<file path="config.mk">
export PLATFORM = sky130hd
export DESIGN_NAME = axis_angle_rotation_matrix_unit_flat
export DESIGN_NICKNAME = d
export VERILOG_FILES = /design/src/sv/aarm_pkg.sv /design/src/sv/aarm_stream_if.sv /design/src/sv/aarm_cordic_cell.sv /design/src/sv/aarm_matrix_stage.sv /design/src/sv/axis_angle_rotation_matrix_unit.sv /design/src/flat_wrapper.sv
export SDC_FILE = /design/constraint.sdc
export NUM_CORES = 2
export LEC_CHECK = 0
export BUFFER_PORTS_ARGS = -buffer_cell sky130_fd_sc_hd__buf_2
export CAP_MARGIN = 20
export CORE_UTILIZATION = 55
export CTS_CLUSTER_DIAMETER = 50
export DETAILED_ROUTE_END_ITERATION = 8
export MAX_ROUTING_LAYER = met4
export PLACE_DENSITY_LB_ADDON = 0.08
export SKIP_CTS_REPAIR_TIMING = 1
export SYNTH_ARGS = -nofsm -noshare
export SYNTH_HDL_FRONTEND = slang
export SYNTH_SLANG_ARGS = --single-unit
</file>
<file path="constraint.sdc">
create_clock -name clk -period 57.5 [get_ports clk]
set_input_delay 17.25 -clock clk [delete_from_list [all_inputs] [get_ports clk]]
set_output_delay 17.25 -clock clk [all_outputs]
set_load 0.05 [all_outputs]
</file>
<file path="src/sv/aarm_pkg.sv">
// ----------------------------------------------------------------------------
// aarm_pkg: shared types, constants and functions
// Shared by the axis-angle rotation matrix unit: CORDIC arctangent table,
// gain constant, beat payload types and the rounding and saturation helpers.
// ----------------------------------------------------------------------------
package aarm_pkg;

  localparam int AtanEntries = 24;
  localparam int CordW = 34;          // Q2.30 plus growth headroom
  localparam int AngW  = 33;          // residual angle, 2^32 per turn plus sign

  localparam logic signed [CordW-1:0] CordicGain = 34'sd652032874;

  typedef struct packed {
    logic signed [15:0] axis_x;
    logic signed [15:0] axis_y;
    logic signed [15:0] axis_z;
    logic [15:0]        turn_angle;
  } in_beat_t;

  typedef struct packed {
    logic signed [15:0] m00;
    logic signed [15:0] m01;
    logic signed [15:0] m02;
    logic signed [15:0] m10;
    logic signed [15:0] m11;
    logic signed [15:0] m12;
    logic signed [15:0] m20;
    logic signed [15:0] m21;
    logic signed [15:0] m22;
  } out_beat_t;

  // State carried along the cell chain beside the CORDIC vector.
  typedef struct packed {
    logic               flip;
    logic signed [15:0] ax;
    logic signed [15:0] ay;
    logic signed [15:0] az;
  } side_t;

  // Arctangent of 2^-i as a 32-bit binary angle, truncated.
  function automatic logic signed [AngW-1:0] atan_turns(input logic [4:0] i);
    logic [31:0] v;
    case (i)
      5'd0:  v = 32'h20000000;
      5'd1:  v = 32'h12E4051D;
      5'd2:  v = 32'h09FB385B;
      5'd3:  v = 32'h051111D4;
      5'd4:  v = 32'h028B0D43;
      5'd5:  v = 32'h0145D7E1;
      5'd6:  v = 32'h00A2F61E;
      5'd7:  v = 32'h00517C55;
      5'd8:  v = 32'h0028BE53;
      5'd9:  v = 32'h00145F2E;
      5'd10: v = 32'h000A2F98;
      5'd11: v = 32'h000517CC;
      5'd12: v = 32'h00028BE6;
      5'd13: v = 32'h000145F3;
      5'd14: v = 32'h0000A2F9;
      5'd15: v = 32'h0000517C;
      5'd16: v = 32'h000028BE;
      5'd17: v = 32'h0000145F;
      5'd18: v = 32'h00000A2F;
      5'd19: v = 32'h00000517;
      5'd20: v = 32'h0000028B;
      5'd21: v = 32'h00000145;
      5'd22: v = 32'h000000A2;
      5'd23: v = 32'h00000051;
      default: v = 32'h0;
    endcase
    return $signed({1'b0, v});
  endfunction

  // Round Q30 to Q14 (half up) and clamp to plus or minus one.
  function automatic logic signed [15:0] to_q14(input logic signed [CordW-1:0] v);
    logic signed [CordW-1:0] r;
    r = (v + 34'sd32768) >>> 16;
    if (r > 34'sd16384)       return 16'sd16384;
    else if (r < -34'sd16384) return -16'sd16384;
    else                      return r[15:0];
  endfunction

  // Round Q42 to Q14 (half up) and saturate.
  function automatic logic signed [15:0] finish(input logic signed [47:0] q);
    logic signed [47:0] r;
    r = (q + 48'sd134217728) >>> 28;
    if (r > 48'sd32767)       return 16'sh7FFF;
    else if (r < -48'sd32768) return 16'sh8000;
    else                      return r[15:0];
  endfunction

endpackage

</file>
<file path="src/sv/aarm_stream_if.sv">
// ----------------------------------------------------------------------------
// aarm_stream_if: valid/ready channel
// Carries one beat of a given payload type between a source and a sink.
// ----------------------------------------------------------------------------
interface aarm_stream_if #(parameter type payload_t = logic);
  logic     valid;
  logic     ready;
  payload_t data;

  modport source (output valid, output data, input ready);
  modport sink   (input valid, input data, output ready);
endinterface

</file>
<file path="src/sv/aarm_cordic_cell.sv">
// ----------------------------------------------------------------------------
// aarm_cordic_cell: one CORDIC micro-rotation
// Rotates the vector by the arctangent of 2^-STEP and registers the result,
// carrying valid and the side data to the next cell.
// ----------------------------------------------------------------------------
module aarm_cordic_cell #(
  parameter int STEP = 0
) (
  input  logic                                clk,
  input  logic                                rst,
  input  logic                                en,
  input  logic                                in_valid,
  input  logic signed [aarm_pkg::CordW-1:0]   in_x,
  input  logic signed [aarm_pkg::CordW-1:0]   in_y,
  input  logic signed [aarm_pkg::AngW-1:0]    in_z,
  input  aarm_pkg::side_t                     in_side,
  output logic                                out_valid,
  output logic signed [aarm_pkg::CordW-1:0]   x,
  output logic signed [aarm_pkg::CordW-1:0]   y,
  output logic signed [aarm_pkg::AngW-1:0]    z,
  output aarm_pkg::side_t                     side
);

  localparam logic [4:0] StepIdx = 5'(STEP);

  logic signed [aarm_pkg::CordW-1:0] x_next, y_next;
  logic signed [aarm_pkg::AngW-1:0]  z_next;

  // Pick the rotation direction from the sign of the residual angle
  always_comb begin
    if (!in_z[aarm_pkg::AngW-1]) begin
      x_next = in_x - (in_y >>> STEP);
      y_next = in_y + (in_x >>> STEP);
      z_next = in_z - aarm_pkg::atan_turns(StepIdx);
    end else begin
      x_next = in_x + (in_y >>> STEP);
      y_next = in_y - (in_x >>> STEP);
      z_next = in_z + aarm_pkg::atan_turns(StepIdx);
    end
  end

  // Advance when the chain is not stalled
  always_ff @(posedge clk) begin
    if (rst) begin
      out_valid <= 1'b0;
    end else if (en) begin
      out_valid <= in_valid;
    end
    if (en) begin
      x    <= x_next;
      y    <= y_next;
      z    <= z_next;
      side <= in_side;
    end
  end

endmodule

</file>
<file path="src/sv/aarm_matrix_stage.sv">
// ----------------------------------------------------------------------------
// aarm_matrix_stage: Rodrigues matrix assembly
// Three registered stages: sine/cosine rounding and axis products, then
// the Q42 terms, then rounding and saturation of the nine entries.
// ----------------------------------------------------------------------------
module aarm_matrix_stage (
  input  logic                               clk,
  input  logic                               rst,
  input  logic                               en,
  input  logic                               in_valid,
  input  logic signed [aarm_pkg::CordW-1:0]  in_x,
  input  logic signed [aarm_pkg::CordW-1:0]  in_y,
  input  aarm_pkg::side_t                    in_side,
  output logic                               out_valid,
  output aarm_pkg::out_beat_t                result
);

  logic [1:0] vld;

  // Stage A: cos, sin, axis products
  logic signed [15:0] c_a, s_a;
  logic signed [31:0] xx, yy, zz, xy, xz, yz;
  logic signed [15:0] ax_a, ay_a, az_a;

  // Stage B: Q42 terms
  logic signed [47:0] t_xx, t_yy, t_zz, t_xy, t_xz, t_yz, t_xs, t_ys, t_zs, t_c;

  logic signed [aarm_pkg::CordW-1:0] xf, yf;
  logic signed [16:0] omc;

  // Undo the half-turn fold
  always_comb begin
    xf = in_side.flip ? -in_x : in_x;
    yf = in_side.flip ? -in_y : in_y;
    omc = 17'sd16384 - 17'(c_a);
  end

  always_ff @(posedge clk) begin
    if (rst) begin
      vld       <= '0;
      out_valid <= 1'b0;
    end else if (en) begin
      vld       <= {vld[0], in_valid};
      out_valid <= vld[1];
    end
    if (en) begin
      c_a  <= aarm_pkg::to_q14(xf);
      s_a  <= aarm_pkg::to_q14(yf);
      xx   <= in_side.ax * in_side.ax;
      yy   <= in_side.ay * in_side.ay;
      zz   <= in_side.az * in_side.az;
      xy   <= in_side.ax * in_side.ay;
      xz   <= in_side.ax * in_side.az;
      yz   <= in_side.ay * in_side.az;
      ax_a <= in_side.ax;
      ay_a <= in_side.ay;
      az_a <= in_side.az;

      t_xx <= 48'(xx * omc);
      t_yy <= 48'(yy * omc);
      t_zz <= 48'(zz * omc);
      t_xy <= 48'(xy * omc);
      t_xz <= 48'(xz * omc);
      t_yz <= 48'(yz * omc);
      t_xs <= 48'(ax_a * s_a) <<< 14;
      t_ys <= 48'(ay_a * s_a) <<< 14;
      t_zs <= 48'(az_a * s_a) <<< 14;
      t_c  <= 48'(c_a) <<< 28;

      result.m00 <= aarm_pkg::finish(t_xx + t_c);
      result.m01 <= aarm_pkg::finish(t_xy - t_zs);
      result.m02 <= aarm_pkg::finish(t_xz + t_ys);
      result.m10 <= aarm_pkg::finish(t_xy + t_zs);
      result.m11 <= aarm_pkg::finish(t_yy + t_c);
      result.m12 <= aarm_pkg::finish(t_yz - t_xs);
      result.m20 <= aarm_pkg::finish(t_xz - t_ys);
      result.m21 <= aarm_pkg::finish(t_yz + t_xs);
      result.m22 <= aarm_pkg::finish(t_zz + t_c);
    end
  end

endmodule

</file>
<file path="src/sv/axis_angle_rotation_matrix_unit.sv">
// ----------------------------------------------------------------------------
// axis_angle_rotation_matrix_unit: axis-angle to rotation matrix
// Takes one axis/angle beat per cycle while the output is not stalled and returns the Rodrigues matrix.
// ----------------------------------------------------------------------------
// Accepts one beat every cycle while the output is not stalled. The chain
// has one fold register, one cell per CORDIC step and three matrix stages.
// The whole pipeline advances together and holds while a result waits at
// the output, and since the output register is the last stage, a new beat
// is taken in the same cycle the waiting result leaves. Axes are used as given.
module axis_angle_rotation_matrix_unit #(
  parameter int SINCOS_STEPS = 16
) (
  input  logic clk,
  input  logic rst,
  aarm_stream_if.sink   s_in,
  aarm_stream_if.source m_out
);

  localparam int N = SINCOS_STEPS;

  logic en;
  logic                              v   [N+1];
  logic signed [aarm_pkg::CordW-1:0] cx  [N+1];
  logic signed [aarm_pkg::CordW-1:0] cy  [N+1];
  logic signed [aarm_pkg::AngW-1:0]  cz  [N+1];
  aarm_pkg::side_t                   sd  [N+1];
  aarm_pkg::in_beat_t                ib;
  aarm_pkg::out_beat_t               res;
  logic                              out_valid;

  logic signed [16:0] a_fold;
  logic               flip;

  assign ib = s_in.data;
  assign en = !out_valid || m_out.ready;
  assign s_in.ready = en;

  // Fold the angle into [-1/4, 1/4) turn
  always_comb begin
    flip = 1'b0;
    if (ib.turn_angle >= 16'd16384 && ib.turn_angle < 16'd49152) begin
      a_fold = $signed({1'b0, ib.turn_angle}) - 17'sd32768;
      flip   = 1'b1;
    end else if (ib.turn_angle >= 16'd49152) begin
      a_fold = $signed({1'b0, ib.turn_angle}) - 17'sd65536;
    end else begin
      a_fold = $signed({1'b0, ib.turn_angle});
    end
  end

  // Register the folded beat at the head of the chain
  always_ff @(posedge clk) begin
    if (rst) begin
      v[0] <= 1'b0;
    end else if (en) begin
      v[0] <= s_in.valid;
    end
    if (en) begin
      cx[0] <= aarm_pkg::CordicGain;
      cy[0] <= '0;
      cz[0] <= aarm_pkg::AngW'(a_fold) <<< 16;
      sd[0] <= '{flip: flip, ax: ib.axis_x, ay: ib.axis_y, az: ib.axis_z};
    end
  end

  for (genvar i = 0; i < N; i++) begin : g_cell
    aarm_cordic_cell #(.STEP(i)) u_cell (
      .clk(clk), .rst(rst), .en(en),
      .in_valid(v[i]), .in_x(cx[i]), .in_y(cy[i]), .in_z(cz[i]), .in_side(sd[i]),
      .out_valid(v[i+1]), .x(cx[i+1]), .y(cy[i+1]), .z(cz[i+1]), .side(sd[i+1])
    );
  end

  aarm_matrix_stage u_mat (
    .clk(clk), .rst(rst), .en(en),
    .in_valid(v[N]), .in_x(cx[N]), .in_y(cy[N]), .in_side(sd[N]),
    .out_valid(out_valid), .result(res)
  );

  assign m_out.valid = out_valid;
  assign m_out.data  = res;

  // A stalled result must hold
  a_hold: assert property (@(posedge clk) disable iff (rst)
    out_valid && !m_out.ready |=> out_valid && $stable(res))
    else $error("result changed while stalled");
  // Input is taken whenever the output is free
  a_rdy: assert property (@(posedge clk) disable iff (rst)
    !out_valid |-> s_in.ready)
    else $error("input blocked with empty output");
  // Head of chain follows an accepted beat
  a_head: assert property (@(posedge clk) disable iff (rst)
    s_in.valid && s_in.ready |=> v[0])
    else $error("accepted beat lost");

endmodule
</file>
<file path="src/flat_wrapper.sv">
// flat-port wrapper written by rule: the top's interface ports become plain ports
module axis_angle_rotation_matrix_unit_flat 
#(
  parameter int SINCOS_STEPS = 16
)
  (clk, rst, s_in_valid, s_in_data, s_in_ready, m_out_valid, m_out_data, m_out_ready);
  aarm_stream_if s_in_i ();
  aarm_stream_if m_out_i ();
  input  logic clk;
  input  logic rst;
  input wire logic [$bits(s_in_i.valid)-1:0] s_in_valid;
  input wire logic [$bits(s_in_i.data)-1:0] s_in_data;
  output wire logic [$bits(s_in_i.ready)-1:0] s_in_ready;
  output wire logic [$bits(m_out_i.valid)-1:0] m_out_valid;
  output wire logic [$bits(m_out_i.data)-1:0] m_out_data;
  input wire logic [$bits(m_out_i.ready)-1:0] m_out_ready;
  assign s_in_i.valid = s_in_valid;
  assign s_in_i.data = s_in_data;
  assign s_in_ready = s_in_i.ready;
  assign m_out_valid = m_out_i.valid;
  assign m_out_data = m_out_i.data;
  assign m_out_i.ready = m_out_ready;
  axis_angle_rotation_matrix_unit #(.SINCOS_STEPS(SINCOS_STEPS)) u_core (.clk(clk), .rst(rst), .s_in(s_in_i), .m_out(m_out_i));
endmodule
</file>
# [Word-level counts from Yosys, hierarchy flattened]
# Index checks and enable logic that the tools add are counted.
[classes] n_addsub=93 n_mul=0 div_mod_pow=0 n_lt_le_gt_ge=7 n_eq_ne=0 shifts=0 muxes=51 bitwise_logic=0 n_reduce_logical=4
[op_table] operator="34-bit two-way mux" n=31
[op_table] operator="33-bit two-way mux" n=15
[op_table] operator="34-bit by 20-bit adder with 34-bit output" n=2
[op_table] operator="34-bit by 21-bit adder with 34-bit output" n=2
[op_table] operator="34-bit by 22-bit adder with 34-bit output" n=2
[op_table] operator="34-bit by 23-bit adder with 34-bit output" n=2
[op_table] operator="34-bit by 24-bit adder with 34-bit output" n=2
[op_table] operator="34-bit by 25-bit adder with 34-bit output" n=2
[op_table] operator="34-bit by 26-bit adder with 34-bit output" n=2
[op_table] operator="34-bit by 27-bit adder with 34-bit output" n=2
[op_table] operator="34-bit by 28-bit adder with 34-bit output" n=2
[op_table] operator="34-bit by 29-bit adder with 34-bit output" n=2
[op_table] operator="34-bit by 30-bit adder with 34-bit output" n=2
[op_table] operator="34-bit by 31-bit adder with 34-bit output" n=2
[op_table] operator="34-bit by 32-bit adder with 34-bit output" n=2
[op_table] operator="34-bit by 20-bit subtractor with 34-bit output" n=2
[op_table] operator="34-bit by 21-bit subtractor with 34-bit output" n=2
[op_table] operator="34-bit by 22-bit subtractor with 34-bit output" n=2
[op_table] operator="34-bit by 23-bit subtractor with 34-bit output" n=2
[op_table] operator="34-bit by 24-bit subtractor with 34-bit output" n=2
[op_table] operator="34-bit by 25-bit subtractor with 34-bit output" n=2
[op_table] operator="34-bit by 26-bit subtractor with 34-bit output" n=2
[op_table] operator="34-bit by 27-bit subtractor with 34-bit output" n=2
[op_table] operator="34-bit by 28-bit subtractor with 34-bit output" n=2
[op_table] operator="59 further kinds" n=65
[totals] regBits=1602 latchBits=0 ram_bits=0 rom_bits=0 input_bits=5 elab_cells=241 mem_count=0

# [Depth between registers and ports, before layout]
[depth] ltp_word=5 depth_mapped=22 ltp_nobuf=22

# [Cells and area by module]
# From an unflattened synthesis, not the netlist that was laid out.
[unflattened] cells_unflattened=41353 area_unflattened_um2=402313.4
[by_module_without_submodules] module="aarm_matrix_stage" instances=1 cells_each=24613 area_each_um2=231090.4 seq_area_each_um2=21861.0
[by_module_without_submodules] module="aarm_cordic_cell at u_core.g_cell[7].u_cell" instances=1 cells_each=1105 area_each_um2=10994.3 seq_area_each_um2=4524.3
[by_module_without_submodules] module="aarm_cordic_cell at u_core.g_cell[3].u_cell" instances=1 cells_each=1080 area_each_um2=10906.7 seq_area_each_um2=4524.3
[by_module_without_submodules] module="aarm_cordic_cell at u_core.g_cell[5].u_cell" instances=1 cells_each=1069 area_each_um2=10901.7 seq_area_each_um2=4524.3
[by_module_without_submodules] module="aarm_cordic_cell at u_core.g_cell[1].u_cell" instances=1 cells_each=1076 area_each_um2=10835.4 seq_area_each_um2=4524.3
[by_module_without_submodules] module="aarm_cordic_cell at u_core.g_cell[6].u_cell" instances=1 cells_each=1043 area_each_um2=10802.9 seq_area_each_um2=4524.3
[by_module_without_submodules] module="aarm_cordic_cell at u_core.g_cell[2].u_cell" instances=1 cells_each=1043 area_each_um2=10799.1 seq_area_each_um2=4524.3
[by_module_without_submodules] module="aarm_cordic_cell at u_core.g_cell[8].u_cell" instances=1 cells_each=1043 area_each_um2=10782.8 seq_area_each_um2=4524.3
[by_module_without_submodules] module="aarm_cordic_cell at u_core.g_cell[11].u_cell" instances=1 cells_each=1059 area_each_um2=10705.3 seq_area_each_um2=4524.3
[by_module_without_submodules] module="aarm_cordic_cell at u_core.g_cell[10].u_cell" instances=1 cells_each=1044 area_each_um2=10667.7 seq_area_each_um2=4524.3
[by_module_without_submodules] module="aarm_cordic_cell at u_core.g_cell[12].u_cell" instances=1 cells_each=1041 area_each_um2=10623.9 seq_area_each_um2=4524.3
[by_module_without_submodules] module="aarm_cordic_cell at u_core.g_cell[4].u_cell" instances=1 cells_each=1018 area_each_um2=10600.2 seq_area_each_um2=4524.3
[by_module_without_submodules] module="aarm_cordic_cell at u_core.g_cell[0].u_cell" instances=1 cells_each=1058 area_each_um2=10566.4 seq_area_each_um2=4494.3
[by_module_without_submodules] module="aarm_cordic_cell at u_core.g_cell[15].u_cell" instances=1 cells_each=1041 area_each_um2=10557.6 seq_area_each_um2=4524.3
[by_module_without_submodules] module="4 more rows"

# [Least setup slack after synthesis]
# Ideal clock, no wire load.
[synth_timing] path_type="input to output" start="input port m_out_ready" end="output port s_in_ready" t_arrival_ns=42.614 slack_ns=-2.364 cell_stages=3 path_buffers=1 path_cell_list="nor2b_1 inv_1 clkbuf_1"
[synth_via] elab_chain_cells=1
[synth_lines] item="start: declaration" line="flat_wrapper.sv:16" source="input wire logic [$bits(m_out_i.ready)-1:0] m_out_ready;"
[synth_lines] item="1-bit logical OR" line="axis_angle_rotation_matrix_unit.sv:35" source="assign en = !out_valid || m_out.ready;"
[synth_lines] item="end: declaration" line="flat_wrapper.sv:13" source="output wire logic [$bits(s_in_i.ready)-1:0] s_in_ready;"
# No other way between the ends.

# [Worst setup path in the final report]
# Same ends and word-level chain as after synthesis.

==> impl_metrics.env <==
export IMPL_synth_cells=7945
export IMPL_drive_above_1_share_pct=4.790
export IMPL_clk_latency_ns=0.77
export IMPL_ios=8
export IMPL_run_status="complete, no violations"
export IMPL_ant_nets=0
export IMPL_numCtsBuffers=132
export IMPL_final_cell_count_no_fill=9943
export IMPL_synth_common_cells="914 x edfxtp_1, 892 x ha_1, 891 x a21oi_1"
export IMPL_synth_area_top_cells="edfxtp_1 36%, ha_1 15%, xnor2_1 8.1%"
export IMPL_grt_max_degree=174
export IMPL_synth_edf_count=914
export IMPL_ys_seq_area_share_pct=36.21
export IMPL_netlist_area_leader_share_pct=35.69
export IMPL_hold_violations=0
export IMPL_wl_per_cell_um=17.85
export IMPL_holdCritPathClass="reg -> reg"
export IMPL_yosys_warnings=0
export IMPL_syn_cell_area_um2=76900
export IMPL_via_count=57630
export IMPL_synthDistinctLibCells=102
export IMPL_clock_skew_ns=0.03706
export IMPL_synth_avg_cell_area_um2=9.679
export IMPL_async_flop_share_pct=0
export IMPL_yosysTopAreaCell="edfxtp_1"
export IMPL_ys_ff_latch=934
export IMPL_die_area_um2=141300
export IMPL_cts_sinks=934
export IMPL_nFillCells=11780
export IMPL_wl_mm=177.5
export IMPL_dp_cells=9706
export IMPL_grt_total_usage_pct=25.62
export IMPL_clock_path_buffers=3
export IMPL_arrival_ns=18.32
export IMPL_min_period_ns=35.57
export IMPL_synthFlopType="edfxtp_1"
export IMPL_drt_iter0_drc=2855
export IMPL_multiInputGateArea_um2=47290
export IMPL_layout_nets=8898
export IMPL_htree_levels=4
export IMPL_fmax_mhz=28.12
export IMPL_cap_violations=0
export IMPL_worst_pin_slew_ns=1.116
export IMPL_cp_end_kind="primary output"
export IMPL_fin_setup_tns_ns=0
export IMPL_core_um2=138200
export IMPL_rows=136
export IMPL_finalSetupViolCount=0
export IMPL_worst_setup_path_type="in -> out"
export IMPL_dp_hpwl_mm=140.3
export IMPL_gp_congestion=0.9319
export IMPL_overflow=0
export IMPL_finalMaxSlewViolations=0
export IMPL_grt_pass1_wl_mm=285.9
export IMPL_viasPerCell=5.796
export IMPL_antenna_found_initial=0
export IMPL_period_share_pct=61.86
export IMPL_worstPathMaxFanout=34
export IMPL_cp_start_kind="primary input"
export IMPL_path_clk_slew_ns=0.06
export IMPL_n_antenna_cell=0
export IMPL_remaining_drc_errors=0
export IMPL_cts_tree="done"
export IMPL_regArea_um2=27850
export IMPL_max_slew_margin_rel_pct=24.58
export IMPL_firstDrtPassIters=6
export IMPL_cp_required_ns=40.25
export IMPL_io_buffers=7
export IMPL_rsz0062_at_grt="no"
export IMPL_die_h_um=375.9
export IMPL_start_util_pct=55.65
export IMPL_synth_most_common_cell="edfxtp_1"
export IMPL_area_growth_synth_to_final_pct=8.697
export IMPL_root_buffer="clkbuf_16"
export IMPL_chipWidth_um=375.9
export IMPL_grt_pass1_vias=55820
-- worst paths after layout --
kind / depth (start not counted) / start / end / slack (ns)
setup / recovery: 5 / m_out_ready / s_in_ready / 21.93
hold / removal: 0 / u_core.g_cell[10].u_cell.z[1] / u_core.g_cell[11].u_cell.z[1] / 0.41
setup reg to reg: 17 / u_core.g_cell[7].u_cell.y[13] / u_core.g_cell[8].u_cell.x[32] / 51.99
hold reg to reg: 0 / u_core.g_cell[10].u_cell.z[1] / u_core.g_cell[11].u_cell.z[1] / 0.41
-- critical path, cell delays in order --
cell,delay (ns)
buf_2,0.08
nor2b_1,0.03
buf_4,0.21
inv_8,0.27
buf_2,0.40
-- layout make-up --
type                    count  share of cell area (%)
flip-flops and latches    934                   33.31
inverters                 324                   1.464
clock inverters            85                   1.398
repair buffers             45                  0.4191
well taps                1863                   2.789
multi-input cells        6542                   56.57
clock buffers             150                   4.045
-- sequential cells by signal, indices dropped and copies added (netlist names) --
register and cells:
u_core.cz 1, u_core.g_cell.u_cell.out_valid 16, u_core.g_cell.u_cell.x 327, u_core.g_cell.u_cell.y 291, u_core.g_cell.u_cell.z 292, u_core.u_mat.c_a 1, u_core.u_mat.out_valid 1, u_core.u_mat.result 1
u_core.u_mat.t_c 1, u_core.u_mat.vld 2, u_core.v 1
-- through the flow --
step,instance area [um2],setup WS [ns],hold slack [ns],utilization (%)
global route,83590,21.87,0.4279,60.49
CTS,83570,21.89,0.4206,60.49
global placement,79010,21.88,0.4048,57.19
detailed placement,79020,21.89,0.4045,57.19
finish,83590,21.93,0.4118,60.49
floorplan,76940,11.35,0.4003,-
-- kinds of logic after synthesis --
group | Yosys count | synth area share [%]
AO/OA/AOI/OAI | 2431 | 20.05
XOR/XNOR | 1101 | 12.54
adder cells (fa/ha/maj) | 914 | 15.09
buffers and inverters | 479 | 2.346
flip-flops | 934 | 36.21
multiplexers | 99 | 1.360
other | 2 | 0.009766
AND/OR/NAND/NOR | 1985 | 12.39
-- cells in the final DEF (no fill, tap or decap), drive strengths merged, types with 38 or more instances in the layout --
master,Yosys,layout
inv,323,352
edfxtp,914,914
nor2,657,657
o21bai,99,99
nand3,120,120
nand2b,127,127
nand4,66,66
and3,54,54
mux2,44,44
nor3,169,169
clkbuf,126,152
nand2,436,436
mux2i,55,55
xnor2,710,710
nor4,48,48
a21o,478,478
buf,29,43
xor2,391,391
a21oi,901,901
and2,38,38
o21a,108,108
a31oi,82,82
o21ai,389,389
nor2b,123,123
a211oi,71,71
ha,892,892
-- metal layers --
| layer | vias up | share of wire (%) | track usage [%] |
|---|---|---|---|
| li1 | 29500 | - | - |
| met1 | 26840 | 43 | 29.31 |
| met2 | 939 | 50 | 45.58 |
| met3 | 350 | 2.7 | 2.620 |
| met4 | 0 | 4.2 | 10.65 |
| met5 | - | 0 | - |
Power is left out: the tool's default activity adds up to more than one toggle a clock period on the data nets, which glitch-free logic cannot reach.
